File: src/sv/mdst_pkg.sv
// Shared types and constants for the magazine depot slot table.
`timescale 1ns / 1ps

package mdst_pkg;

  // Fixed field widths of the stream payloads
  localparam int OP_W       = 2;
  localparam int CLS_W      = 4;
  localparam int MAG_W      = 48;
  localparam int CNT_W      = 4;
  localparam int IN_DATA_W  = 56;
  localparam int OUT_DATA_W = 56;

  // Operation codes
  localparam logic [OP_W-1:0] OP_PUSH  = 2'd0;
  localparam logic [OP_W-1:0] OP_POP   = 2'd1;
  localparam logic [OP_W-1:0] OP_FLUSH = 2'd2;

  // Controller states
  typedef enum logic [2:0] {
    ST_IDLE,
    ST_EXEC,
    ST_OUT,
    ST_SCAN,
    ST_FOUT
  } mdst_state_t;

  // Commands from controller to datapath
  typedef struct packed {
    logic take_item;
    logic do_push;
    logic do_pop;
    logic load_empty;
    logic flush_start;
    logic scan_take;
    logic scan_adv;
  } mdst_cmd_t;

  // Status from datapath to controller
  typedef struct packed {
    logic [OP_W-1:0] op;
    logic            live_any;
    logic            cur_hit;
    logic            out_last;
  } mdst_stat_t;

endpackage

File: src/sv/mdst_dp.sv
// Datapath: slot storage, occupancy flags, flush walker and result register.
`timescale 1ns / 1ps

module mdst_dp #(
  parameter int SLOTS_PER_CLASS = 4,
  parameter int MAX_CLASSES     = 8,
  parameter int HANDLE_WIDTH    = 48
) (
  input  logic                          clk,
  input  logic                          rst,
  input  logic                          cfg_we,
  input  logic [mdst_pkg::CNT_W-1:0]    cfg_data,
  input  logic [mdst_pkg::OP_W-1:0]     in_op,
  input  logic [mdst_pkg::CLS_W-1:0]    in_cls,
  input  logic [mdst_pkg::MAG_W-1:0]    in_mag,
  input  mdst_pkg::mdst_cmd_t           cmd,
  output mdst_pkg::mdst_stat_t          stat,
  output logic                          out_ok,
  output logic [mdst_pkg::MAG_W-1:0]    out_handle,
  output logic [mdst_pkg::CLS_W-1:0]    out_cls,
  output logic                          out_last
);
  import mdst_pkg::*;

  localparam int DEPTH  = MAX_CLASSES * SLOTS_PER_CLASS;
  localparam int ADDR_W = (DEPTH > 1) ? $clog2(DEPTH) : 1;
  localparam int SLOT_W = (SLOTS_PER_CLASS > 1) ? $clog2(SLOTS_PER_CLASS) : 1;
  localparam int ROW_W  = (MAX_CLASSES > 1) ? $clog2(MAX_CLASSES) : 1;

  // Configuration and latched item
  logic [CNT_W-1:0]        class_count;
  logic [OP_W-1:0]         item_op;
  logic [CLS_W-1:0]        item_cls;
  logic [HANDLE_WIDTH-1:0] item_mag;

  // Storage
  logic [HANDLE_WIDTH-1:0] mem [DEPTH];
  logic [HANDLE_WIDTH-1:0] rd_data;
  logic [DEPTH-1:0]        occ;
  logic [DEPTH-1:0]        live;
  logic [DEPTH-1:0]        fmask;
  logic [DEPTH-1:0]        sp_onehot;

  // Flush walker
  logic [ADDR_W-1:0]       sp;
  logic [ROW_W-1:0]        scls;
  logic [SLOT_W-1:0]       sslot;

  // Result register
  logic                    out_sel;

  // Row decode
  logic [CNT_W-1:0]           n_live;
  logic                       cls_ok;
  logic [ROW_W-1:0]           item_row;
  logic [ADDR_W-1:0]          row_base;
  logic [SLOTS_PER_CLASS-1:0] row_occ;
  logic                       has_free;
  logic                       has_used;
  logic [SLOT_W-1:0]          free_slot;
  logic [SLOT_W-1:0]          used_slot;
  logic                       push_ok;
  logic                       pop_ok;
  logic [ADDR_W-1:0]          push_addr;
  logic [ADDR_W-1:0]          pop_addr;
  logic [ADDR_W-1:0]          raddr;
  logic                       mem_we;
  logic                       mem_re;

  // Saturate the class count
  assign n_live   = (class_count > CNT_W'(MAX_CLASSES)) ? CNT_W'(MAX_CLASSES) : class_count;
  assign cls_ok   = item_cls < n_live;
  assign item_row = item_cls[ROW_W-1:0];
  assign row_base = ADDR_W'(item_row) * ADDR_W'(SLOTS_PER_CLASS);

  // Gather the addressed row and find its lowest free and lowest used slot
  always_comb begin
    logic [ADDR_W-1:0] idx;
    has_free  = 1'b0;
    has_used  = 1'b0;
    free_slot = '0;
    used_slot = '0;
    for (int i = 0; i < SLOTS_PER_CLASS; i++) begin
      idx        = row_base + ADDR_W'(i);
      row_occ[i] = cls_ok && occ[idx];
    end
    for (int i = SLOTS_PER_CLASS - 1; i >= 0; i--) begin
      if (!row_occ[i]) begin
        has_free  = 1'b1;
        free_slot = SLOT_W'(i);
      end
      if (row_occ[i]) begin
        has_used  = 1'b1;
        used_slot = SLOT_W'(i);
      end
    end
  end

  assign push_ok   = cls_ok && has_free;
  assign pop_ok    = cls_ok && has_used;
  assign push_addr = row_base + ADDR_W'(free_slot);
  assign pop_addr  = row_base + ADDR_W'(used_slot);

  // Occupied slots of classes in use
  for (genvar j = 0; j < DEPTH; j++) begin : g_live
    localparam int JC = j / SLOTS_PER_CLASS;
    assign live[j] = occ[j] && (CNT_W'(JC) < n_live);
  end

  assign sp_onehot = DEPTH'(1) << sp;

  // Memory ports
  assign mem_we = cmd.do_push && push_ok && (item_mag != '0);
  assign mem_re = (cmd.do_pop && pop_ok) || cmd.scan_take;
  assign raddr  = cmd.scan_take ? sp : pop_addr;

  always_ff @(posedge clk) begin
    if (mem_we) begin
      mem[push_addr] <= item_mag;
    end
    if (mem_re) begin
      rd_data <= mem[raddr];
    end
  end

  // Control state: register, occupancy flags, flush mask
  always_ff @(posedge clk) begin
    if (rst) begin
      class_count <= '0;
      occ         <= '0;
      fmask       <= '0;
    end else begin
      if (cfg_we) begin
        class_count <= cfg_data;
      end
      if (mem_we) begin
        occ[push_addr] <= 1'b1;
      end
      if (cmd.do_pop && pop_ok) begin
        occ[pop_addr] <= 1'b0;
      end
      if (cmd.flush_start) begin
        fmask <= live;
      end
      if (cmd.scan_take) begin
        occ[sp]   <= 1'b0;
        fmask[sp] <= 1'b0;
      end
    end
  end

  // Item capture, walker pointers and result register
  always_ff @(posedge clk) begin
    if (cmd.take_item) begin
      item_op  <= in_op;
      item_cls <= in_cls;
      item_mag <= HANDLE_WIDTH'(in_mag);
    end
    if (cmd.flush_start) begin
      sp    <= '0;
      scls  <= '0;
      sslot <= '0;
    end else if (cmd.scan_adv) begin
      sp <= sp + 1'b1;
      if (sslot == SLOT_W'(SLOTS_PER_CLASS - 1)) begin
        sslot <= '0;
        scls  <= scls + 1'b1;
      end else begin
        sslot <= sslot + 1'b1;
      end
    end
    if (cmd.do_push) begin
      out_ok   <= push_ok;
      out_sel  <= 1'b0;
      out_cls  <= item_cls;
      out_last <= 1'b1;
    end else if (cmd.do_pop) begin
      out_ok   <= pop_ok;
      out_sel  <= pop_ok;
      out_cls  <= item_cls;
      out_last <= 1'b1;
    end else if (cmd.load_empty) begin
      out_ok   <= 1'b0;
      out_sel  <= 1'b0;
      out_cls  <= '0;
      out_last <= 1'b1;
    end else if (cmd.scan_take) begin
      out_ok   <= 1'b1;
      out_sel  <= 1'b1;
      out_cls  <= CLS_W'(scls);
      out_last <= (fmask & ~sp_onehot) == '0;
    end
  end

  // Handle comes from the read register only when a slot was taken
  assign out_handle = out_sel ? MAG_W'(rd_data) : '0;

  assign stat.op       = item_op;
  assign stat.live_any = live != '0;
  assign stat.cur_hit  = fmask[sp];
  assign stat.out_last = out_last;

  // Flush mask never names a slot that is already empty
  a_fmask_in_occ: assert property (@(posedge clk) disable iff (rst)
    (fmask & ~occ) == '0)
    else $error("flush mask covers an empty slot");

  // A stored non-null handle marks its slot occupied
  a_push_sets: assert property (@(posedge clk) disable iff (rst)
    mem_we |=> occ[$past(push_addr)])
    else $error("push did not mark slot occupied");

  // A slot taken by flush is empty afterward
  a_scan_clears: assert property (@(posedge clk) disable iff (rst)
    cmd.scan_take |=> !occ[$past(sp)] && !fmask[$past(sp)])
    else $error("flushed slot still occupied");

endmodule

File: src/sv/mdst_ctrl.sv
// Controller: sequences push, pop and flush and drives the stream handshakes.
`timescale 1ns / 1ps

module mdst_ctrl (
  input  logic                  clk,
  input  logic                  rst,
  input  logic                  s_tvalid,
  output logic                  s_tready,
  output logic                  m_tvalid,
  input  logic                  m_tready,
  input  mdst_pkg::mdst_stat_t  stat,
  output mdst_pkg::mdst_cmd_t   cmd
);
  import mdst_pkg::*;

  mdst_state_t state;
  mdst_state_t state_next;

  // State register
  always_ff @(posedge clk) begin
    if (rst) begin
      state <= ST_IDLE;
    end else begin
      state <= state_next;
    end
  end

  // Next state and commands
  always_comb begin
    state_next = state;
    cmd        = '0;
    s_tready   = 1'b0;
    m_tvalid   = 1'b0;
    unique case (state)
      ST_IDLE: begin
        s_tready = 1'b1;
        if (s_tvalid) begin
          cmd.take_item = 1'b1;
          state_next    = ST_EXEC;
        end
      end
      ST_EXEC: begin
        case (stat.op)
          OP_PUSH: begin
            cmd.do_push = 1'b1;
            state_next  = ST_OUT;
          end
          OP_POP: begin
            cmd.do_pop = 1'b1;
            state_next = ST_OUT;
          end
          OP_FLUSH: begin
            if (stat.live_any) begin
              cmd.flush_start = 1'b1;
              state_next      = ST_SCAN;
            end else begin
              cmd.load_empty = 1'b1;
              state_next     = ST_OUT;
            end
          end
          default: begin
            cmd.load_empty = 1'b1;
            state_next     = ST_OUT;
          end
        endcase
      end
      ST_OUT: begin
        // Overlap the result transfer with the next item transfer
        m_tvalid = 1'b1;
        s_tready = m_tready;
        if (m_tready) begin
          if (s_tvalid) begin
            cmd.take_item = 1'b1;
            state_next    = ST_EXEC;
          end else begin
            state_next = ST_IDLE;
          end
        end
      end
      ST_SCAN: begin
        if (stat.cur_hit) begin
          cmd.scan_take = 1'b1;
          state_next    = ST_FOUT;
        end else begin
          cmd.scan_adv = 1'b1;
        end
      end
      ST_FOUT: begin
        m_tvalid = 1'b1;
        if (m_tready) begin
          state_next = stat.out_last ? ST_IDLE : ST_SCAN;
        end
      end
      default: begin
        state_next = ST_IDLE;
      end
    endcase
  end

  // Input is taken only when no result is left behind
  a_no_stranded: assert property (@(posedge clk) disable iff (rst)
    (s_tready && m_tvalid) |-> m_tready)
    else $error("input taken while result stalled");

  // A freshly taken item never shows a result in the next cycle
  a_fresh_item: assert property (@(posedge clk) disable iff (rst)
    cmd.take_item |=> !m_tvalid)
    else $error("result shown before item executed");

  // Flush walker only advances while no result is pending
  a_scan_quiet: assert property (@(posedge clk) disable iff (rst)
    (cmd.scan_adv || cmd.scan_take) |-> !m_tvalid && !s_tready)
    else $error("flush walk overlaps a handshake");

endmodule

File: src/sv/magazine_depot_slot_table_core.sv
// Top level of the magazine depot slot table.
//
//   channel   direction  handshake           payload
//   cfg       in         cfg_valid/ready     cfg_data[3:0] class_count
//   s         in         s_tvalid/tready     tuser operation, tdata class_index, magazine
//   m         out        m_tvalid/tready     tuser ok, tdata handle_out, class_out; tlast
//
// Push and pop take the item in the transfer cycle, then the execute state reads the class
// row of occupancy flags and writes or reads the slot memory; the result register is
// handed off in the same cycle as the next input transfer. Flush with no live handle
// found goes to the result directly, like a pop. Otherwise the walker starts at slot 0,
// steps past each slot not in the flush mask, and for each handle takes it and transfers
// the result, stepping past it unless it was the last; the next transfer waits in idle.
// Reset clears the occupancy flags at once; no clearing pass is needed.
// A stalled result holds the block; cfg_ready is always high.
`timescale 1ns / 1ps

module magazine_depot_slot_table_core #(
  parameter int SLOTS_PER_CLASS = 4,
  parameter int MAX_CLASSES     = 8,
  parameter int HANDLE_WIDTH    = 48
) (
  input  logic                                clk,
  input  logic                                rst,
  input  logic                                cfg_valid,
  output logic                                cfg_ready,
  input  logic [mdst_pkg::CNT_W-1:0]          cfg_data,   // class_count
  input  logic                                s_tvalid,
  output logic                                s_tready,
  input  logic [mdst_pkg::IN_DATA_W-1:0]      s_tdata,    // class_index[3:0], magazine[51:4]
  input  logic [mdst_pkg::OP_W-1:0]           s_tuser,    // operation[1:0]
  output logic                                m_tvalid,
  input  logic                                m_tready,
  output logic [mdst_pkg::OUT_DATA_W-1:0]     m_tdata,    // handle_out[47:0], class_out[51:48]
  output logic                                m_tuser,    // ok
  output logic                                m_tlast
);
  import mdst_pkg::*;

  mdst_cmd_t         cmd;
  mdst_stat_t        stat;
  logic              out_ok;
  logic [MAG_W-1:0]  out_handle;
  logic [CLS_W-1:0]  out_cls;
  logic              out_last;

  assign cfg_ready = 1'b1;

  mdst_ctrl u_ctrl (
    .clk      (clk),
    .rst      (rst),
    .s_tvalid (s_tvalid),
    .s_tready (s_tready),
    .m_tvalid (m_tvalid),
    .m_tready (m_tready),
    .stat     (stat),
    .cmd      (cmd)
  );

  mdst_dp #(
    .SLOTS_PER_CLASS (SLOTS_PER_CLASS),
    .MAX_CLASSES     (MAX_CLASSES),
    .HANDLE_WIDTH    (HANDLE_WIDTH)
  ) u_dp (
    .clk        (clk),
    .rst        (rst),
    .cfg_we     (cfg_valid),
    .cfg_data   (cfg_data),
    .in_op      (s_tuser),
    .in_cls     (s_tdata[CLS_W-1:0]),
    .in_mag     (s_tdata[CLS_W+MAG_W-1:CLS_W]),
    .cmd        (cmd),
    .stat       (stat),
    .out_ok     (out_ok),
    .out_handle (out_handle),
    .out_cls    (out_cls),
    .out_last   (out_last)
  );

  // Pack the result
  assign m_tdata = {{(OUT_DATA_W - MAG_W - CLS_W){1'b0}}, out_cls, out_handle};
  assign m_tuser = out_ok;
  assign m_tlast = out_last;

endmodule
File: config.mk
export PLATFORM = sky130hd
export DESIGN_NAME = magazine_depot_slot_table_core
export DESIGN_NICKNAME = d
export VERILOG_FILES = /design/src/sv/mdst_pkg.sv /design/src/sv/mdst_dp.sv /design/src/sv/mdst_ctrl.sv /design/src/sv/magazine_depot_slot_table_core.sv
export SDC_FILE = /design/constraint.sdc
export NUM_CORES = 2
export LEC_CHECK = 0
export BUFFER_PORTS_ARGS = -buffer_cell sky130_fd_sc_hd__buf_2
export CAP_MARGIN = 20
export CORE_MARGIN = 10
export CORE_UTILIZATION = 45
export CTS_BUF_LIST = sky130_fd_sc_hd__clkbuf_4 sky130_fd_sc_hd__clkbuf_8
export CTS_CLUSTER_DIAMETER = 60
export DETAILED_ROUTE_END_ITERATION = 12
export GPL_TIMING_DRIVEN = 0
export PLACE_DENSITY_LB_ADDON = 0.12
export REMOVE_ABC_BUFFERS = 1
export SETUP_SLACK_MARGIN = 0.15
export SYNTH_ARGS = -nofsm -noshare
export SYNTH_HDL_FRONTEND = slang
export SYNTH_SLANG_ARGS = --single-unit
File: constraint.sdc
create_clock -name clk -period 9.4 [get_ports clk]
set_input_delay 0.47 -clock clk [delete_from_list [all_inputs] [get_ports clk]]
set_output_delay 0.47 -clock clk [all_outputs]
set_load 0.01 [all_outputs]
Word-level counts from Yosys, hierarchy flattened. Memory sizes are Yosys's and may differ from the RTL's. A register that Yosys moved wholly into a read port is not among the register bits. Index checks and enable logic that the tools add are counted.

Memory bits (writable): 1536. Logic and storage cells: 198. Output and inout port bits: 61. Memories: 1. Bits of input ports: 67. Bits in registers: 142.

Mux-type cells: 78. Add/subtract/negate cells: 8. Magnitude comparators: 20. Equality and inequality tests: 11. Reductions and logical operators: 57. Shifts and indexed selects: 1. Bitwise operators: 8.

Memory list: u_dp.mem (depth 32, bits a word 48, rd ports 1, clocked after memory_dff 1, wr ports 1, RTL line mdst_dp.sv:37) `logic [HANDLE_WIDTH-1:0] mem [DEPTH];`.

Operator list (number): two-way mux 32 bit (8); AND 32 bit (4); NOT 32 bit (3); two-way mux 48 bit (1); nonzero test 48 bit (1); logical AND 1 bit (44); less-than comparator 5 x 6 -> 1 bit (second input constant) (7); two-way mux 1 bit (34); logical NOT 32 bit (1); bitwise OR 32 bit (1); nonzero test 32 bit (1); left shift 1 x 5 -> 32 bit (first input constant) (1); two-way mux 4 bit (6); two-way mux 2 bit (11); binary-select mux 1 bit (select 5 bit) (4); less-than comparator 3 x 4 -> 1 bit (first input constant) (4); demux 1 bit (select 5 bit) (3); greater-or-equal comparator 5 x 1 -> 1 bit (second input constant) (3); two-way mux 3 bit (5); one-hot mux 3 bit (5 select lines) (1); adder 5 x 1 -> 5 bit (second input constant) (2); adder 5 x 2 -> 5 bit (2); adder 5 x 2 -> 5 bit (second input constant) (2); less-than comparator 1 x 4 -> 1 bit (first input constant) (2); 23 further kinds (32).

Longest topological paths before layout.
Depth in word-level cells: 21. Depth in mapped cells: 16. Mapped depth without buffers: 12.

Hierarchy. From an unflattened synthesis, not the netlist that was laid out.

Cells, all modules: 4420. Area, all modules: 68657.1 sq um.

Modules (own cells, without submodules): mdst_dp (area each 68305.5 sq um, sequential area each 50938.9 sq um, instances 1, cells an instance 4370); mdst_ctrl (area each 306.5 sq um, sequential area each 60.1 sq um, instances 1, cells an instance 43); magazine_depot_slot_table_core (area each 45.0 sq um, sequential area each 0.0 sq um, instances 1, cells an instance 7).

Least setup slack after synthesis. OpenSTA, ideal clock, no wires.

Path kind: register to register. From: register u_dp.item_cls[2]. To: register u_dp.occ[2]. Data required time: 9333 ps. Cell stages (with the launch flop): 13. Arrival: 4764 ps. Period minus slack after synthesis: 4831 ps. Buffers on the path: 2. Library setup time: 67 ps. Slack: 4569 ps. Cell sequence: edfxtp_1 -> clkbuf_1 -> nand2_1 -> o221a_2 -> o22ai_1 -> nor2_1 -> nand2_1 -> o2111a_1 -> o31a_1 -> buf_2 -> nand2_1 -> nor2_1 -> o221a_2.

Longest elaborated chain between the ends: 21. Elaborated cells between the ends (all ways): 58. Classes of those cells: add/sub: 5; order compare: 5; mux: 33; bitwise: 4; reduce/logical: 11.

RTL lines: start, declared (RTL line mdst_dp.sv:33) `logic [CLS_W-1:0] item_cls;`; start signal, assigned (RTL line mdst_dp.sv:156) `item_cls <= in_cls;`; adder 5 x 2 -> 5 bit (RTL line mdst_dp.sv:84) `idx = row_base + ADDR_W'(i);`; binary-select mux 1 bit (select 5 bit) (RTL line mdst_dp.sv:85) `row_occ[i] = cls_ok && occ[idx];`; two-way mux 1 bit (not written as such) (RTL line mdst_dp.sv:85); logical AND 1 bit (RTL line mdst_dp.sv:85); two-way mux 2 bit (4 in series) (RTL line mdst_dp.sv:88) `if (!row_occ[i]) begin`; adder 5 x 2 -> 5 bit (RTL line mdst_dp.sv:101) `assign push_addr = row_base + ADDR_W'(free_slot);`; less-than comparator 5 x 6 -> 1 bit (not written as such) / greater-or-equal comparator 5 x 1 -> 1 bit (equally long branches) (RTL line mdst_dp.sv:137) `occ[push_addr] <= 1'b1;`; logical AND 1 bit (not written as such) (RTL line mdst_dp.sv:137); [... 2 more ...]; bitwise OR 32 bit (no line); two-way mux 32 bit (RTL line mdst_dp.sv:136) `if (mem_we) begin`; two-way mux 32 bit (RTL line mdst_dp.sv:128) `if (rst) begin`; AND 32 bit (no line); two-way mux 32 bit (*) (RTL line mdst_dp.sv:139) `if (cmd.do_pop && pop_ok) begin`; two-way mux 32 bit (*) (RTL line mdst_dp.sv:128); AND 32 bit (no line); two-way mux 32 bit (*) (RTL line mdst_dp.sv:145) `if (cmd.scan_take) begin`; end signal, assigned (RTL line mdst_dp.sv:130) `occ <= '0;`; end signal, assigned by index (RTL line mdst_dp.sv:140) `occ[pop_addr] <= 1'b0;`; end signal, assigned by index (RTL line mdst_dp.sv:146) `occ[sp] <= 1'b0;`; end, declared (RTL line mdst_dp.sv:39) `logic [DEPTH-1:0] occ;`.

Mark *: on every way between the ends. The rest lies on a longest branch, timed or not. The select of a mux whose other input is x is not followed. A chain may end at the register's enable or synchronous reset.

Final worst setup path.
From: register u_dp.sp[4]. To: register u_dp.rd_data[18], read port of u_dp.mem, data pin.

Longest elaborated chain between the ends: 5. Elaborated cells between the ends (all ways): 6. Classes of those cells: mux: 5; reduce/logical: 1.

RTL lines: start, declared (RTL line mdst_dp.sv:45) `logic [ADDR_W-1:0] sp;`; start signal, assigned (RTL line mdst_dp.sv:164) `sp <= sp + 1'b1;`; binary-select mux 1 bit (select 5 bit) (RTL line mdst_dp.sv:200) `assign stat.cur_hit = fmask[sp];`; two-way mux 1 bit (not written as such) (RTL line mdst_dp.sv:200); two-way mux 1 bit (RTL line mdst_ctrl.sv:81) `if (stat.cur_hit) begin`; two-way mux 2 bit (RTL line mdst_ctrl.sv:34) `unique case (state)`; two-way mux 5 bit / logical OR 1 bit (equally long branches) (RTL line mdst_dp.sv:115, mdst_dp.sv:114); end, declared (RTL line mdst_dp.sv:38) `logic [HANDLE_WIDTH-1:0] rd_data;`.

Several ways; a longest one is shown, not always the timed one. The select of a mux whose other input is x is not followed.

==> flow_metrics.tcl <==
set metrics [dict create \
    syn_inst 4399 \
    drv_slew 0 \
    fin_util_pct 54.1 \
    grt_pass1_wl_um 285000 \
    ctsRootBufferMaster "clkbuf_8" \
    initial_core_util_pct 45.2 \
    clock_skew_ns 0.0469 \
    worstMarginPinSlew_ns 1.19 \
    seq_area_frac_synth_pct 75.4 \
    path_max_fanout 24 \
    path_class "register to register" \
    synth_top_area_cell "edfxtp_1" \
    die_x_um 408 \
    fin_area_sq_um 80900 \
    area_delta_synth_final_pct 19.6 \
    cp-end-kind "register" \
    gp_congestion 0.836 \
    drive_gt1_share_pct 19.0 \
    rsz0062_at_grt "no" \
    yosysTopAreaCellShare_pct 72.9 \
    cts_sinks 1726 \
    drcViolationCount 0 \
    grt_max_degree 50 \
    grt_pass1_vias 40300 \
    synth_seq_cells 1726 \
    worstHoldStart "rst" \
    min_path_type "input pin to register" \
    cts_setup_buffers 0 \
    post-route-period-util_pct 63.3 \
    nets 4912 \
    ios 128 \
    cp-startpoint "u_dp.sp[4]" \
    ant_nets 0 \
    synth_flop_cell "edfxtp_1" \
    placed_cell_area_sq_um 74300 \
    syn-mean-instance-area_sq_um 15.4 \
    fillers 12100 \
    critPathMaxStageDelay_ns 0.97 \
    clockBufferDepth 4 \
    syn_area_sq_um 67700 \
    post_cts_resized 0 \
    clkTransAtPathRegs_ns 0.06 \
    drt_iter0_markers 4873 \
    wl_um 200000 \
    yosys_warnings 0 \
    core_sq_um 150000 \
    dpl_worst_slack_ns 3.31 \
    power_density_nw_per_um2 207 \
    synth-edff-count 1643 \
    grt_use_total_pct 23.4 \
    cap_violations 0 \
    start_kind "register" \
    vias_per_cell 5.87 \
    num_rows 142 \
    cp_cell_sequence "nor2b_1, nand4_1, o31ai_2, o21bai_4, buf_12, mux2i_4, buf_16, buf_16, buf_12, buf_12, buf_16, buf_16, buf_12, nand2_1, a32oi_1, nand4_1, nor3_1" \
    status "completed" \
    synth_area_leaders "edfxtp_1, nand2_1, mux2i_1" \
    vdd_drop_max_mv 0.176 \
    synth.distinct_cells 83 \
    cts_tree "yes" \
    setup_ws_ns 3.45 \
    setup_viol 0 \
    dr.pass1.iters 6 \
    grt_overflow 0 \
    cp_data_required_time_ns 10.11 \
    arrival_ns 6.66 \
    period_minus_slack_ns 5.95 \
    synthArstFlopShare_pct 0 \
    htree_levels 5 \
    avgRoutedWirePerCell_um 28.3 \
    antenna_found_initial 6 \
    vias 41400 \
    hold_viol 0 \
    io_buffers 118 \
    cts_buffers 302 \
    max_slew_margin_pct 19.8 \
    finalSetupTns_ns 0 \
    dieArea_sq_um 166000 \
    fmax_mhz 168 \
    die_h_um 408 \
    slowest_stage "dfxtp_1" \
    clk_latency_ns 1.00 \
    r2r-start "u_dp.sp[4]" \
    leakagePower_uw 0.0277 \
    hpwl_um 128000 \
]
report_power, final:
part           leakage, uW  switching [uW]  internal (uW)
clock              0.00289            2930           3480
sequential          0.0155             205           8580
combinational      0.00934             951            589
total               0.0277            4090          12600
worst paths after layout:
kind,end,depth (start not counted),slack (ns)
setup reg to reg,u_dp.rd_data[18],17,3.45
hold / removal,u_dp.fmask[1],2,0.15
setup / recovery,u_dp.rd_data[18],17,3.45
hold reg to reg,u_dp.fmask[22],2,0.48
critical path: cells and delay by family (launching register included):
family	cells	cell delay, ns
buffers and inverters	8	1.70
AND/OR/NAND/NOR	5	1.36
AO/OA/AOI/OAI	3	1.10
flip-flops	1	0.97
multiplexers	1	0.46
state kept, by name, summed over array words and instances (netlist names), 2 cells and up:
signal,cells
u_ctrl.state,3
u_dp.class_count,4
u_dp.fmask,32
u_dp.item_cls,4
u_dp.item_mag,48
u_dp.item_op,2
u_dp.mem,1536
u_dp.occ,32
u_dp.out_cls,4
u_dp.rd_data,48
u_dp.scls,3
u_dp.sp,5
u_dp.sslot,2
layout make-up:
cell class	instances	area, sq um	area share, %
flip-flops and latches	1726	51000	63.0
multi-input cells	2376	15800	19.5
repair buffers	407	6080	7.51
clock buffers	408	5020	6.20
well taps	2016	2520	3.12
clock inverters	91	442	0.546
inverters	21	78.8	0.0974
diodes	1	2.50	0.00309
layer usage:
| layer | track usage [%] | vias to the layer above | routed length (um) |
|---|---|---|---|
| met5 | 0 | - | 13 |
| met2 | 37.1 | 1900 | 94000 |
| met3 | 5.02 | 357 | 15900 |
| li1 | - | 18000 | - |
| met4 | 7.34 | 2 | 5370 |
| met1 | 32.3 | 21200 | 84400 |
what timing repair did:
item                                    CTS  global route
hold endpoints to repair                 61             0
endpoints found under the setup margin    0             0
hold buffers                             68             0
metrics by stage:
stage	instances	power [uW]	hold slack, ns
2_1_floorplan	4123	9880	0.440
3_3_place_gp	6257	10800	0.466
3_5_place_dp	6459	10400	0.466
4_1_cts	7026	16800	0.0589
5_1_grt	7046	17400	0.136
6_report	7046	16700	0.153
cell usage in the layout, fill, tap and decap left out, drive strengths merged, types with 6 or more instances in the layout:
master	n
nand3	255
a22oi	7
o21ai	16
ha	11
inv	20
dlygate4sd3	68
mux4	98
dfxtp	83
and2	57
a221oi	60
nor2b	20
a21oi	48
nor3	62
mux2i	225
nor2	148
clkbuf	408
nor4	15
nand2	865
o22ai	55
nand4	103
a2111oi	24
a32oi	185
and3b	7
clkinv	84
buf	339
edfxtp	1643
clkinvlp	6
Yosys cell counts, drive strengths merged, types with 4 or more instances:
library cell,n
edfxtp,1643
nand2,865
nand3,255
mux2i,225
a32oi,185
clkbuf,160
nor2,148
buf,119
nand4,103
mux4,98
dfxtp,83
nor3,62
a221oi,60
and2,57
o22ai,55
a21oi,48
a2111oi,24
inv,20
nor2b,20
o21ai,16
nor4,15
ha,11
a22oi,7
and3b,7
a211oi,5
a21boi,5
mux2,5
nand2b,5
o41ai,5
or2,5
or4,5
a31oi,4
and3,4
o2111ai,4
o21a,4
or3,4
cells by family after synthesis:
logic type	Yosys count	share of synthesized area [%]
compound gates	461	5.39
buf+inv	300	1.99
xor+xnor	6	0.0777
simple gates	1563	10.2
flops	1726	75.4
fa+ha+maj	13	0.233
other cells	2	0.0111
mux	328	6.72
Power figures use the tool's default switching activity.
